`config.mk`:
```
export PLATFORM = sky130hd
export DESIGN_NAME = utf8_truncate_with_ellipsis
export DESIGN_NICKNAME = d
export VERILOG_FILES = /design/src/design/ute_pkg.sv /design/src/design/utf8_truncate_with_ellipsis.sv /design/src/design/ute_decode.sv /design/src/design/ute_emit.sv
export SDC_FILE = /design/constraint.sdc
export NUM_CORES = 1
export LEC_CHECK = 0
export BUFFER_PORTS_ARGS = -buffer_cell sky130_fd_sc_hd__buf_2
export CAP_MARGIN = 20
export CORE_MARGIN = 5
export CORE_UTILIZATION = 45
export DETAILED_ROUTE_END_ITERATION = 10
export PLACE_DENSITY_LB_ADDON = 0.3
export SLEW_MARGIN = 20
export SYNTH_ARGS = -nofsm -noshare
export SYNTH_HDL_FRONTEND = slang
export SYNTH_SLANG_ARGS = --single-unit
```
`constraint.sdc`:
```
create_clock -name clk -period 15 [get_ports clk]
set_clock_uncertainty 0.2 [all_clocks]
set_input_delay 0 -clock clk [delete_from_list [all_inputs] [get_ports clk]]
set_output_delay 0 -clock clk [all_outputs]
set_load 0.01 [all_outputs]
```
`src/design/ute_pkg.sv`:
```
`default_nettype none
package ute_pkg;

  localparam int COUNT_WIDTH = 16;
  localparam int LIMIT_WIDTH = 16;
  localparam int DATA_WIDTH  = 8;
  localparam int TAIL_DEPTH  = 8;
  localparam int TAIL_AW     = $clog2(TAIL_DEPTH);
  localparam int FILL_W      = $clog2(TAIL_DEPTH + 1);
  localparam int CFG_W       = LIMIT_WIDTH;
  localparam int CFG_IDX_W   = 1;
  localparam int EXT_W       = ((COUNT_WIDTH > LIMIT_WIDTH) ? COUNT_WIDTH : LIMIT_WIDTH) + 2;

  localparam logic [LIMIT_WIDTH-1:0] LIMIT_RESET      = '1;
  localparam logic [LIMIT_WIDTH-1:0] LIMIT_MIN        = LIMIT_WIDTH'(1);
  localparam logic [LIMIT_WIDTH-1:0] LIMIT_MIN_MARKED = LIMIT_WIDTH'(3);
  localparam logic [DATA_WIDTH-1:0]  DOT_CHAR         = 8'h2E;

  typedef enum logic [CFG_IDX_W-1:0] {
    REG_CHAR_LIMIT = 1'b0,
    REG_MARK       = 1'b1
  } cfg_reg_t;

  // Continuation bytes still expected, with the special first-continuation ranges
  typedef enum logic [2:0] {
    PH_IDLE  = 3'd0,
    PH_TAIL1 = 3'd1,
    PH_TAIL2 = 3'd2,
    PH_TAIL3 = 3'd3,
    PH_E0    = 3'd4,
    PH_ED    = 3'd5,
    PH_F0    = 3'd6,
    PH_F4    = 3'd7
  } phase_t;

  typedef enum logic [1:0] {
    CMD_NONE  = 2'd0,
    CMD_BYTE  = 2'd1,
    CMD_DOTS  = 2'd2,
    CMD_FLUSH = 2'd3
  } cmd_kind_t;

  typedef struct packed {
    cmd_kind_t               kind;
    logic [DATA_WIDTH-1:0]   data;
    logic [FILL_W-1:0]       fill;
    logic                    truncated;
    logic                    non_ascii;
    logic [COUNT_WIDTH-1:0]  count;
    logic                    saturated;
  } emit_cmd_t;

endpackage
`default_nettype wire

```
`src/design/utf8_truncate_with_ellipsis.sv`:
```
// Each input item is registered, and its result is then registered in the result register.
// Throughput: one item per cycle while each item yields at most one result and out_ready
//   holds; the output sequencer stays busy over a ".." pair and a tail flush of up to 8 bytes,
//   and a byte headed for the tail buffer waits until the sequencer can take a command.
// Reset (synchronous, rst_n low): per-string state cleared, char_limit = 65535,
//   mark_truncation = 0; the 8-byte tail buffer is not cleared.
`default_nettype none
module utf8_truncate_with_ellipsis (
  input  wire logic                             clk,
  input  wire logic                             rst_n,
  input  wire logic                             in_valid,
  output logic                                  in_ready,
  input  wire logic [ute_pkg::DATA_WIDTH-1:0]   in_byte_value,
  input  wire logic                             in_is_end,
  output logic                                  out_valid,
  input  wire logic                             out_ready,
  output logic [ute_pkg::DATA_WIDTH-1:0]        out_byte,
  output logic                                  out_has_byte,
  output logic                                  out_is_last,
  output logic                                  out_truncated,
  output logic                                  out_non_ascii,
  output logic [ute_pkg::COUNT_WIDTH-1:0]       out_char_total,
  output logic                                  out_count_saturated,
  input  wire logic                             cfg_wr_en,
  input  wire logic [ute_pkg::CFG_IDX_W-1:0]    cfg_index,
  input  wire logic [ute_pkg::CFG_W-1:0]        cfg_data
);
  import ute_pkg::*;

  logic                   in_valid_r;
  logic [DATA_WIDTH-1:0]  in_byte_r;
  logic                   in_end_r;

  logic [LIMIT_WIDTH-1:0] limit_r;
  logic                   mark_r;

  phase_t                 phase_r, phase_nxt;
  logic [COUNT_WIDTH-1:0] chars_r, chars_nxt;
  logic [FILL_W-1:0]      fill_r, fill_nxt;
  logic                   cut_r, cut_nxt;
  logic                   high_r, high_nxt;
  logic                   stuck_r, stuck_nxt;
  logic [DATA_WIDTH-1:0]  tail_mem [TAIL_DEPTH];

  phase_t                 dec_phase;
  logic                   dec_cont;
  logic [LIMIT_WIDTH-1:0] lim;
  logic [EXT_W-1:0]       lim_ext;
  logic [EXT_W-1:0]       chars_ext;
  logic [EXT_W-1:0]       index;
  logic                   route;
  logic                   tail_we;
  emit_cmd_t              cmd;
  logic                   cmd_ready;
  logic                   take;
  logic [TAIL_AW-1:0]     rd_idx;

  ute_decode u_decode (
    .byte_value (in_byte_r),
    .phase      (phase_r),
    .next_phase (dec_phase),
    .is_cont    (dec_cont)
  );

  assign chars_ext = EXT_W'(chars_r);
  assign lim_ext   = EXT_W'(lim);

  always_comb begin
    lim = (limit_r < LIMIT_MIN) ? LIMIT_MIN : limit_r;
    if (mark_r && lim < LIMIT_MIN_MARKED) begin
      lim = LIMIT_MIN_MARKED;
    end
  end

  always_comb begin
    phase_nxt     = phase_r;
    chars_nxt     = chars_r;
    fill_nxt      = fill_r;
    cut_nxt       = cut_r;
    high_nxt      = high_r;
    stuck_nxt     = stuck_r;
    tail_we       = 1'b0;
    route         = 1'b0;
    index         = '0;
    cmd.kind      = CMD_NONE;
    cmd.data      = in_byte_r;
    cmd.fill      = '0;
    cmd.truncated = cut_r;
    cmd.non_ascii = high_r;
    cmd.count     = chars_r;
    cmd.saturated = stuck_r;

    if (in_end_r) begin
      cmd.kind  = CMD_FLUSH;
      cmd.fill  = cut_r ? '0 : fill_r;
      phase_nxt = PH_IDLE;
      chars_nxt = '0;
      fill_nxt  = '0;
      cut_nxt   = 1'b0;
      high_nxt  = 1'b0;
      stuck_nxt = 1'b0;
    end else begin
      phase_nxt = dec_phase;
      if (dec_cont) begin
        index = chars_ext;
        route = !cut_r;
      end else begin
        if (chars_r != '1) begin
          chars_nxt = chars_r + COUNT_WIDTH'(1);
        end else begin
          stuck_nxt = 1'b1;
        end
        if (!cut_r) begin
          if (chars_ext >= lim_ext) begin
            cut_nxt  = 1'b1;
            fill_nxt = '0;
            if (mark_r) begin
              cmd.kind = CMD_DOTS;
            end
          end else begin
            if (in_byte_r[DATA_WIDTH-1]) begin
              high_nxt = 1'b1;
            end
            index = chars_ext + EXT_W'(1);
            route = 1'b1;
          end
        end
      end
      if (route && index <= lim_ext) begin
        if (mark_r && (index + EXT_W'(2)) > lim_ext) begin
          if (fill_r < FILL_W'(TAIL_DEPTH)) begin
            tail_we  = 1'b1;
            fill_nxt = fill_r + FILL_W'(1);
          end
        end else begin
          cmd.kind = CMD_BYTE;
        end
      end
    end
  end

  // tail writes wait while the sequencer may still be reading the buffer
  assign take     = in_valid_r && (((cmd.kind == CMD_NONE) && !tail_we) || cmd_ready);
  assign in_ready = !in_valid_r || take;

  always_ff @(posedge clk) begin
    if (!rst_n) begin
      in_valid_r <= 1'b0;
      limit_r    <= LIMIT_RESET;
      mark_r     <= 1'b0;
      phase_r    <= PH_IDLE;
      chars_r    <= '0;
      fill_r     <= '0;
      cut_r      <= 1'b0;
      high_r     <= 1'b0;
      stuck_r    <= 1'b0;
    end else begin
      if (in_ready) begin
        in_valid_r <= in_valid;
      end
      if (cfg_wr_en) begin
        case (cfg_reg_t'(cfg_index))
          REG_CHAR_LIMIT: limit_r <= cfg_data[LIMIT_WIDTH-1:0];
          REG_MARK:       mark_r  <= cfg_data[0];
          default: begin
          end
        endcase
      end
      if (take) begin
        phase_r <= phase_nxt;
        chars_r <= chars_nxt;
        fill_r  <= fill_nxt;
        cut_r   <= cut_nxt;
        high_r  <= high_nxt;
        stuck_r <= stuck_nxt;
      end
    end
  end

  always_ff @(posedge clk) begin
    if (in_ready && in_valid) begin
      in_byte_r <= in_byte_value;
      in_end_r  <= in_is_end;
    end
    if (take && tail_we) begin
      tail_mem[fill_r[TAIL_AW-1:0]] <= in_byte_r;
    end
  end

  ute_emit u_emit (
    .clk                 (clk),
    .rst_n               (rst_n),
    .cmd                 (cmd),
    .cmd_valid           (in_valid_r),
    .cmd_ready           (cmd_ready),
    .rd_idx              (rd_idx),
    .rd_data             (tail_mem[rd_idx]),
    .out_valid           (out_valid),
    .out_ready           (out_ready),
    .out_byte            (out_byte),
    .out_has_byte        (out_has_byte),
    .out_is_last         (out_is_last),
    .out_truncated       (out_truncated),
    .out_non_ascii       (out_non_ascii),
    .out_char_total      (out_char_total),
    .out_count_saturated (out_count_saturated)
  );

endmodule
`default_nettype wire

```
`src/design/ute_decode.sv`:
```
`default_nettype none
module ute_decode (
  input  wire logic [ute_pkg::DATA_WIDTH-1:0] byte_value,
  input  wire ute_pkg::phase_t                phase,
  output ute_pkg::phase_t                     next_phase,
  output logic                                is_cont
);
  import ute_pkg::*;

  logic [DATA_WIDTH-1:0] lo;
  logic [DATA_WIDTH-1:0] hi;
  phase_t                cont_next;
  phase_t                lead;

  always_comb begin
    lo        = 8'h80;
    hi        = 8'hBF;
    cont_next = PH_IDLE;
    case (phase)
      PH_TAIL1: begin
        cont_next = PH_IDLE;
      end
      PH_TAIL2: begin
        cont_next = PH_TAIL1;
      end
      PH_TAIL3: begin
        cont_next = PH_TAIL2;
      end
      PH_E0: begin
        lo        = 8'hA0;
        cont_next = PH_TAIL1;
      end
      PH_ED: begin
        hi        = 8'h9F;
        cont_next = PH_TAIL1;
      end
      PH_F0: begin
        lo        = 8'h90;
        cont_next = PH_TAIL2;
      end
      PH_F4: begin
        hi        = 8'h8F;
        cont_next = PH_TAIL2;
      end
      default: begin
        cont_next = PH_IDLE;
      end
    endcase
  end

  always_comb begin
    if (byte_value >= 8'hC2 && byte_value <= 8'hDF) begin
      lead = PH_TAIL1;
    end else if (byte_value == 8'hE0) begin
      lead = PH_E0;
    end else if (byte_value == 8'hED) begin
      lead = PH_ED;
    end else if (byte_value >= 8'hE1 && byte_value <= 8'hEF) begin
      lead = PH_TAIL2;
    end else if (byte_value == 8'hF0) begin
      lead = PH_F0;
    end else if (byte_value >= 8'hF1 && byte_value <= 8'hF3) begin
      lead = PH_TAIL3;
    end else if (byte_value == 8'hF4) begin
      lead = PH_F4;
    end else begin
      lead = PH_IDLE;
    end
  end

  assign is_cont    = (phase != PH_IDLE) && (byte_value >= lo) && (byte_value <= hi);
  assign next_phase = is_cont ? cont_next : lead;

endmodule
`default_nettype wire

```
`src/design/ute_emit.sv`:
```
`default_nettype none
module ute_emit (
  input  wire logic                             clk,
  input  wire logic                             rst_n,
  input  wire ute_pkg::emit_cmd_t               cmd,
  input  wire logic                             cmd_valid,
  output logic                                  cmd_ready,
  output logic [ute_pkg::TAIL_AW-1:0]           rd_idx,
  input  wire logic [ute_pkg::DATA_WIDTH-1:0]   rd_data,
  output logic                                  out_valid,
  input  wire logic                             out_ready,
  output logic [ute_pkg::DATA_WIDTH-1:0]        out_byte,
  output logic                                  out_has_byte,
  output logic                                  out_is_last,
  output logic                                  out_truncated,
  output logic                                  out_non_ascii,
  output logic [ute_pkg::COUNT_WIDTH-1:0]       out_char_total,
  output logic                                  out_count_saturated
);
  import ute_pkg::*;

  logic                   out_valid_r, out_valid_nxt;
  logic [DATA_WIDTH-1:0]  byte_r, byte_nxt;
  logic                   has_r, has_nxt;
  logic                   last_r, last_nxt;
  logic                   trunc_r, trunc_nxt;
  logic                   nasc_r, nasc_nxt;
  logic [COUNT_WIDTH-1:0] count_r, count_nxt;
  logic                   sat_r, sat_nxt;

  logic                   busy_r, busy_nxt;
  cmd_kind_t              kind_r, kind_nxt;
  logic [TAIL_AW-1:0]     idx_r, idx_nxt;
  logic [FILL_W-1:0]      n_r, n_nxt;
  logic                   s_trunc_r, s_trunc_nxt;
  logic                   s_nasc_r, s_nasc_nxt;
  logic [COUNT_WIDTH-1:0] s_count_r, s_count_nxt;
  logic                   s_sat_r, s_sat_nxt;

  logic                   slot_free;
  logic                   flush_last;

  assign slot_free  = !out_valid_r || out_ready;
  assign cmd_ready  = !busy_r && slot_free;
  assign rd_idx     = busy_r ? idx_r : '0;
  assign flush_last = (FILL_W'(idx_r) + FILL_W'(1)) == n_r;

  always_comb begin
    out_valid_nxt = out_valid_r && !out_ready;
    byte_nxt      = byte_r;
    has_nxt       = has_r;
    last_nxt      = last_r;
    trunc_nxt     = trunc_r;
    nasc_nxt      = nasc_r;
    count_nxt     = count_r;
    sat_nxt       = sat_r;
    busy_nxt      = busy_r;
    kind_nxt      = kind_r;
    idx_nxt       = idx_r;
    n_nxt         = n_r;
    s_trunc_nxt   = s_trunc_r;
    s_nasc_nxt    = s_nasc_r;
    s_count_nxt   = s_count_r;
    s_sat_nxt     = s_sat_r;

    if (busy_r && slot_free) begin
      out_valid_nxt = 1'b1;
      has_nxt       = 1'b1;
      last_nxt      = 1'b0;
      trunc_nxt     = 1'b0;
      nasc_nxt      = 1'b0;
      count_nxt     = '0;
      sat_nxt       = 1'b0;
      case (kind_r)
        CMD_DOTS: begin
          byte_nxt = DOT_CHAR;
          busy_nxt = 1'b0;
        end
        CMD_FLUSH: begin
          byte_nxt = rd_data;
          idx_nxt  = idx_r + TAIL_AW'(1);
          if (flush_last) begin
            busy_nxt  = 1'b0;
            last_nxt  = 1'b1;
            trunc_nxt = s_trunc_r;
            nasc_nxt  = s_nasc_r;
            count_nxt = s_count_r;
            sat_nxt   = s_sat_r;
          end
        end
        default: begin
          busy_nxt = 1'b0;
        end
      endcase
    end else if (cmd_valid && cmd_ready && cmd.kind != CMD_NONE) begin
      out_valid_nxt = 1'b1;
      has_nxt       = 1'b1;
      last_nxt      = 1'b0;
      trunc_nxt     = 1'b0;
      nasc_nxt      = 1'b0;
      count_nxt     = '0;
      sat_nxt       = 1'b0;
      kind_nxt      = cmd.kind;
      idx_nxt       = TAIL_AW'(1);
      n_nxt         = cmd.fill;
      s_trunc_nxt   = cmd.truncated;
      s_nasc_nxt    = cmd.non_ascii;
      s_count_nxt   = cmd.count;
      s_sat_nxt     = cmd.saturated;
      case (cmd.kind)
        CMD_BYTE: begin
          byte_nxt = cmd.data;
        end
        CMD_DOTS: begin
          byte_nxt = DOT_CHAR;
          busy_nxt = 1'b1;
        end
        CMD_FLUSH: begin
          if (cmd.fill == '0) begin
            byte_nxt = '0;
            has_nxt  = 1'b0;
          end else begin
            byte_nxt = rd_data;
          end
          if (cmd.fill <= FILL_W'(1)) begin
            last_nxt  = 1'b1;
            trunc_nxt = cmd.truncated;
            nasc_nxt  = cmd.non_ascii;
            count_nxt = cmd.count;
            sat_nxt   = cmd.saturated;
          end else begin
            busy_nxt = 1'b1;
          end
        end
        default: begin
          out_valid_nxt = out_valid_r && !out_ready;
        end
      endcase
    end
  end

  always_ff @(posedge clk) begin
    if (!rst_n) begin
      out_valid_r <= 1'b0;
      busy_r      <= 1'b0;
    end else begin
      out_valid_r <= out_valid_nxt;
      busy_r      <= busy_nxt;
    end
  end

  always_ff @(posedge clk) begin
    byte_r    <= byte_nxt;
    has_r     <= has_nxt;
    last_r    <= last_nxt;
    trunc_r   <= trunc_nxt;
    nasc_r    <= nasc_nxt;
    count_r   <= count_nxt;
    sat_r     <= sat_nxt;
    kind_r    <= kind_nxt;
    idx_r     <= idx_nxt;
    n_r       <= n_nxt;
    s_trunc_r <= s_trunc_nxt;
    s_nasc_r  <= s_nasc_nxt;
    s_count_r <= s_count_nxt;
    s_sat_r   <= s_sat_nxt;
  end

  assign out_valid           = out_valid_r;
  assign out_byte            = byte_r;
  assign out_has_byte        = has_r;
  assign out_is_last         = last_r;
  assign out_truncated       = trunc_r;
  assign out_non_ascii       = nasc_r;
  assign out_char_total      = count_r;
  assign out_count_saturated = sat_r;

endmodule
`default_nettype wire

```
==> impl_metrics.ini <==
[clock_network]
clock-sinks = 176
numCtsBuffers = 17
htreeDepth = 4
clockRootBuffer = clkbuf_16
clockBufferDepth = 2
cts_tree = done
cts_setup_buffers = 0
clock_latency_ns = 0.43
path_clk_slew_ns = 0.07
cts.repair.resized = 0
ctsHoldBuffers = 63

[synth]
synth_warnings = 0
ys_seq_area_share_pct = 50.34
syn-num-nets = 944
synthCells = 855
synth-edff-count = 129
async_flop_share_pct = 0
postSynthAreaPerCell_sq_um = 11.19
synthFlopType = edfxtp_1
synth_area_sq_mm = 0.009564
synth_cell_types = 81
ys_ff_latch = 176

[global_route]
grt_pass1_vias = 6578
grt_usage_pct = 18.45
grt_start_max_net_pins = 44
grt_pass1_wl_um = 35640
antenna_found_initial = 0
grt_overflow = 0

[drt]
wl_per_cell_um = 17.57
dr_wl_met2_um = 9194
vias = 7025
met1_length_um = 11050
first_pass_iters = 5
met3_length_um = 1429
wl_um = 21930
vias_per_cell = 5.629
ant_nets = 0
drc = 0
detail_route.iter0.violations = 618
top_layer = met4

[power]
leakage_nw = 4.353
power.total_mw = 1.100
peakVddDrop_v = 0.00007174
power_density_mw_per_mm2 = 97.31

[critical_path]
cp-start-kind = register
worstPathMaxFanout = 18
slowest_delay_ns = 0.64
reg2reg_from = mark_r$_SDFFE_PN0P_
timing.rr.end = chars_r[7]$_SDFFE_PN0P_
critPathCapture = chars_r[7]$_SDFFE_PN0P_
worstPathArrival_ns = 8.09
critPathKind = reg -> reg
worstPathRequired_ns = 15.12
crit_path_end_kind = register
timing.reg2reg.setup_slack_ns = 7.03
slowest_stage = and3_1
crit_top_cell = ha_1
cp-startpoint = mark_r$_SDFFE_PN0P_
reg2reg_depth = 29

[die]
ios = 62
dieArea_sq_mm = 0.02427
die_x_um = 155.8
rows = 53
fp.coreArea_sq_mm = 0.02096
start_util_pct = 45.64
die_h_um = 155.8

[timing]
fmax_ghz = 0.1255
maxSlewHeadroom_pct = 39.01
worstMarginPinSlew_ns = 0.9138
hold_viol = 0
setup_tns_ns = 0
setup_viol_count_final = 0
layout_min_cycle_time_ns = 7.969
rsz0062_at_grt = no
post-route-period-util_pct = 53.12
final_max_slew_viol_count = 0

[layout]
regArea_sq_mm = 0.004815
n_antenna_cell = 0
fillers = 1831
drive_above_1_share_pct = 14.18
fin_util_pct = 53.94
area_growth_pct = 18.18
multiInputGateArea_sq_mm = 0.004437
final_nets = 1049

[placement]
dp_hpwl_um = 15780
portBuffers = 61
place_congestion = 0.8904

[worst_hold_path]
hp-class = in -> reg

[job]
max-cap-violations = 0

[run_status]
status = finished, final reports clean
report_power, final:
group          leakage, nW  switching, mW  internal (mW)
Sequential            1.57         0.0159          0.539
Combinational         2.48         0.0499         0.0389
Clock                0.297          0.191          0.265
layer usage:
metal	vias up	track usage, %
met3	20	3.856
li1	3493	-
met1	3293	29.17
met4	0	4.085
met5	-	0
met2	219	25.95
layout make-up:
class,count,share of cell area (%)
clock buffer,17,3.764
clock inverter,15,1.638
inverter,37,1.229
multi-input combinational,601,39.25
sequential,176,42.59
tap,275,3.044
timing repair buffer,127,8.479
state kept, by name, indices dropped and copies added, names as in the netlist, 2 cells and up:
register               count
u_emit.kind_r              2
u_emit.idx_r               3
chars_r                   16
tail_mem                  64
fill_r                     4
u_emit.out_byte            8
u_emit.out_char_total     16
limit_r                   16
u_emit.s_count_r          16
u_emit.n_r                 4
phase_r                    3
in_byte_r                  8
how the worst min path moves through the flow:
stage	from	to	slack (ns)	cells past startpoint
after detailed placement	in_byte_value[7]	in_byte_r[7]$_DFFE_PP_	-0.02	1
after global placement	in_byte_value[7]	in_byte_r[7]$_DFFE_PP_	-0.02	1
after global routing	in_byte_value[3]	in_byte_r[3]$_DFFE_PP_	0.07	2
final	in_byte_value[6]	in_byte_r[6]$_DFFE_PP_	0.08	2
after CTS	in_byte_value[6]	in_byte_r[6]$_DFFE_PP_	0.07	2
after floorplan	in_byte_value[0]	in_byte_r[0]$_DFFE_PP_	-0.10	0
worst max-delay path: cells and delay by family (launching register included):
family | cells | cell delay, ns
adders and majority gates | 3 | 0.82
AOI/OAI and AO/OA | 12 | 3.68
DFF | 1 | 0.51
and+or+nand+nor | 12 | 2.42
buffers and inverters | 1 | 0.08
xor gates and xnor gates | 1 | 0.10
kinds of logic after synthesis:
group                    Yosys count  share of synthesized area [%]
adder cells (fa/ha/maj)           58                          7.588
multiplexers                      24                          4.618
AO/OA/AOI/OAI                    230                          16.75
AND/OR/NAND/NOR                  269                          15.44
XOR/XNOR                          20                          1.832
flip-flops                       176                          50.34
buffers and inverters             78                          3.441
cells in the final DEF, fill, tap and decap left out, drive strengths merged, types with 5 or more instances in the layout:
master	synthesis	routed
a21o	7	7
a21oi	53	53
a22o	21	21
a31oi	9	9
a32oi	5	5
and2	9	9
and3	18	18
buf	14	64
clkbuf	27	17
clkinv	1	8
dfxtp	47	47
dlygate4sd3	0	63
edfxtp	129	129
ha	58	58
inv	36	40
mux2i	7	7
mux4	16	16
nand2	87	87
nand2b	9	9
nand3	23	23
nand4	11	11
nor2	45	45
nor2b	8	8
nor3	17	17
nor3b	7	7
nor4	10	10
o211ai	34	34
o21a	7	7
o21ai	44	44
o22ai	5	5
o31ai	5	5
o41ai	6	6
or3	5	5
xnor2	12	12
xor2	8	8
stage by stage:
step                cell area, sq um  setup slack, ns  instances  hold WS, ns
finish                         11300            7.031       1248      0.07899
floorplan                       9564            8.263        855      -0.1011
global route                   11300            6.489       1248      0.06649
detailed placement             10050            7.056       1153     -0.02075
CTS                            11300            7.007       1248      0.06744
global placement               10050            7.276       1153     -0.02034
cell usage after synthesis (9+ instances only):
library cell,n,area share [%]
xnor2_1,12,1.1
nor3_1,16,0.84
and3_1,18,1.2
and2_1,9,0.59
nand2b_1,9,0.59
ha_1,58,7.6
dfxtp_1,47,9.8
o21ai_0,36,1.9
nand3_1,20,1.0
clkbuf_1,27,1.1
edfxtp_1,129,41
nand2_1,87,3.4
nand4_1,10,0.65
mux4_2,16,3.8
a22o_1,21,1.9
nor2_1,45,1.8
o211ai_1,34,2.7
a21oi_1,53,2.8
inv_1,36,1.4
Power figures use the tool's default switching activity.
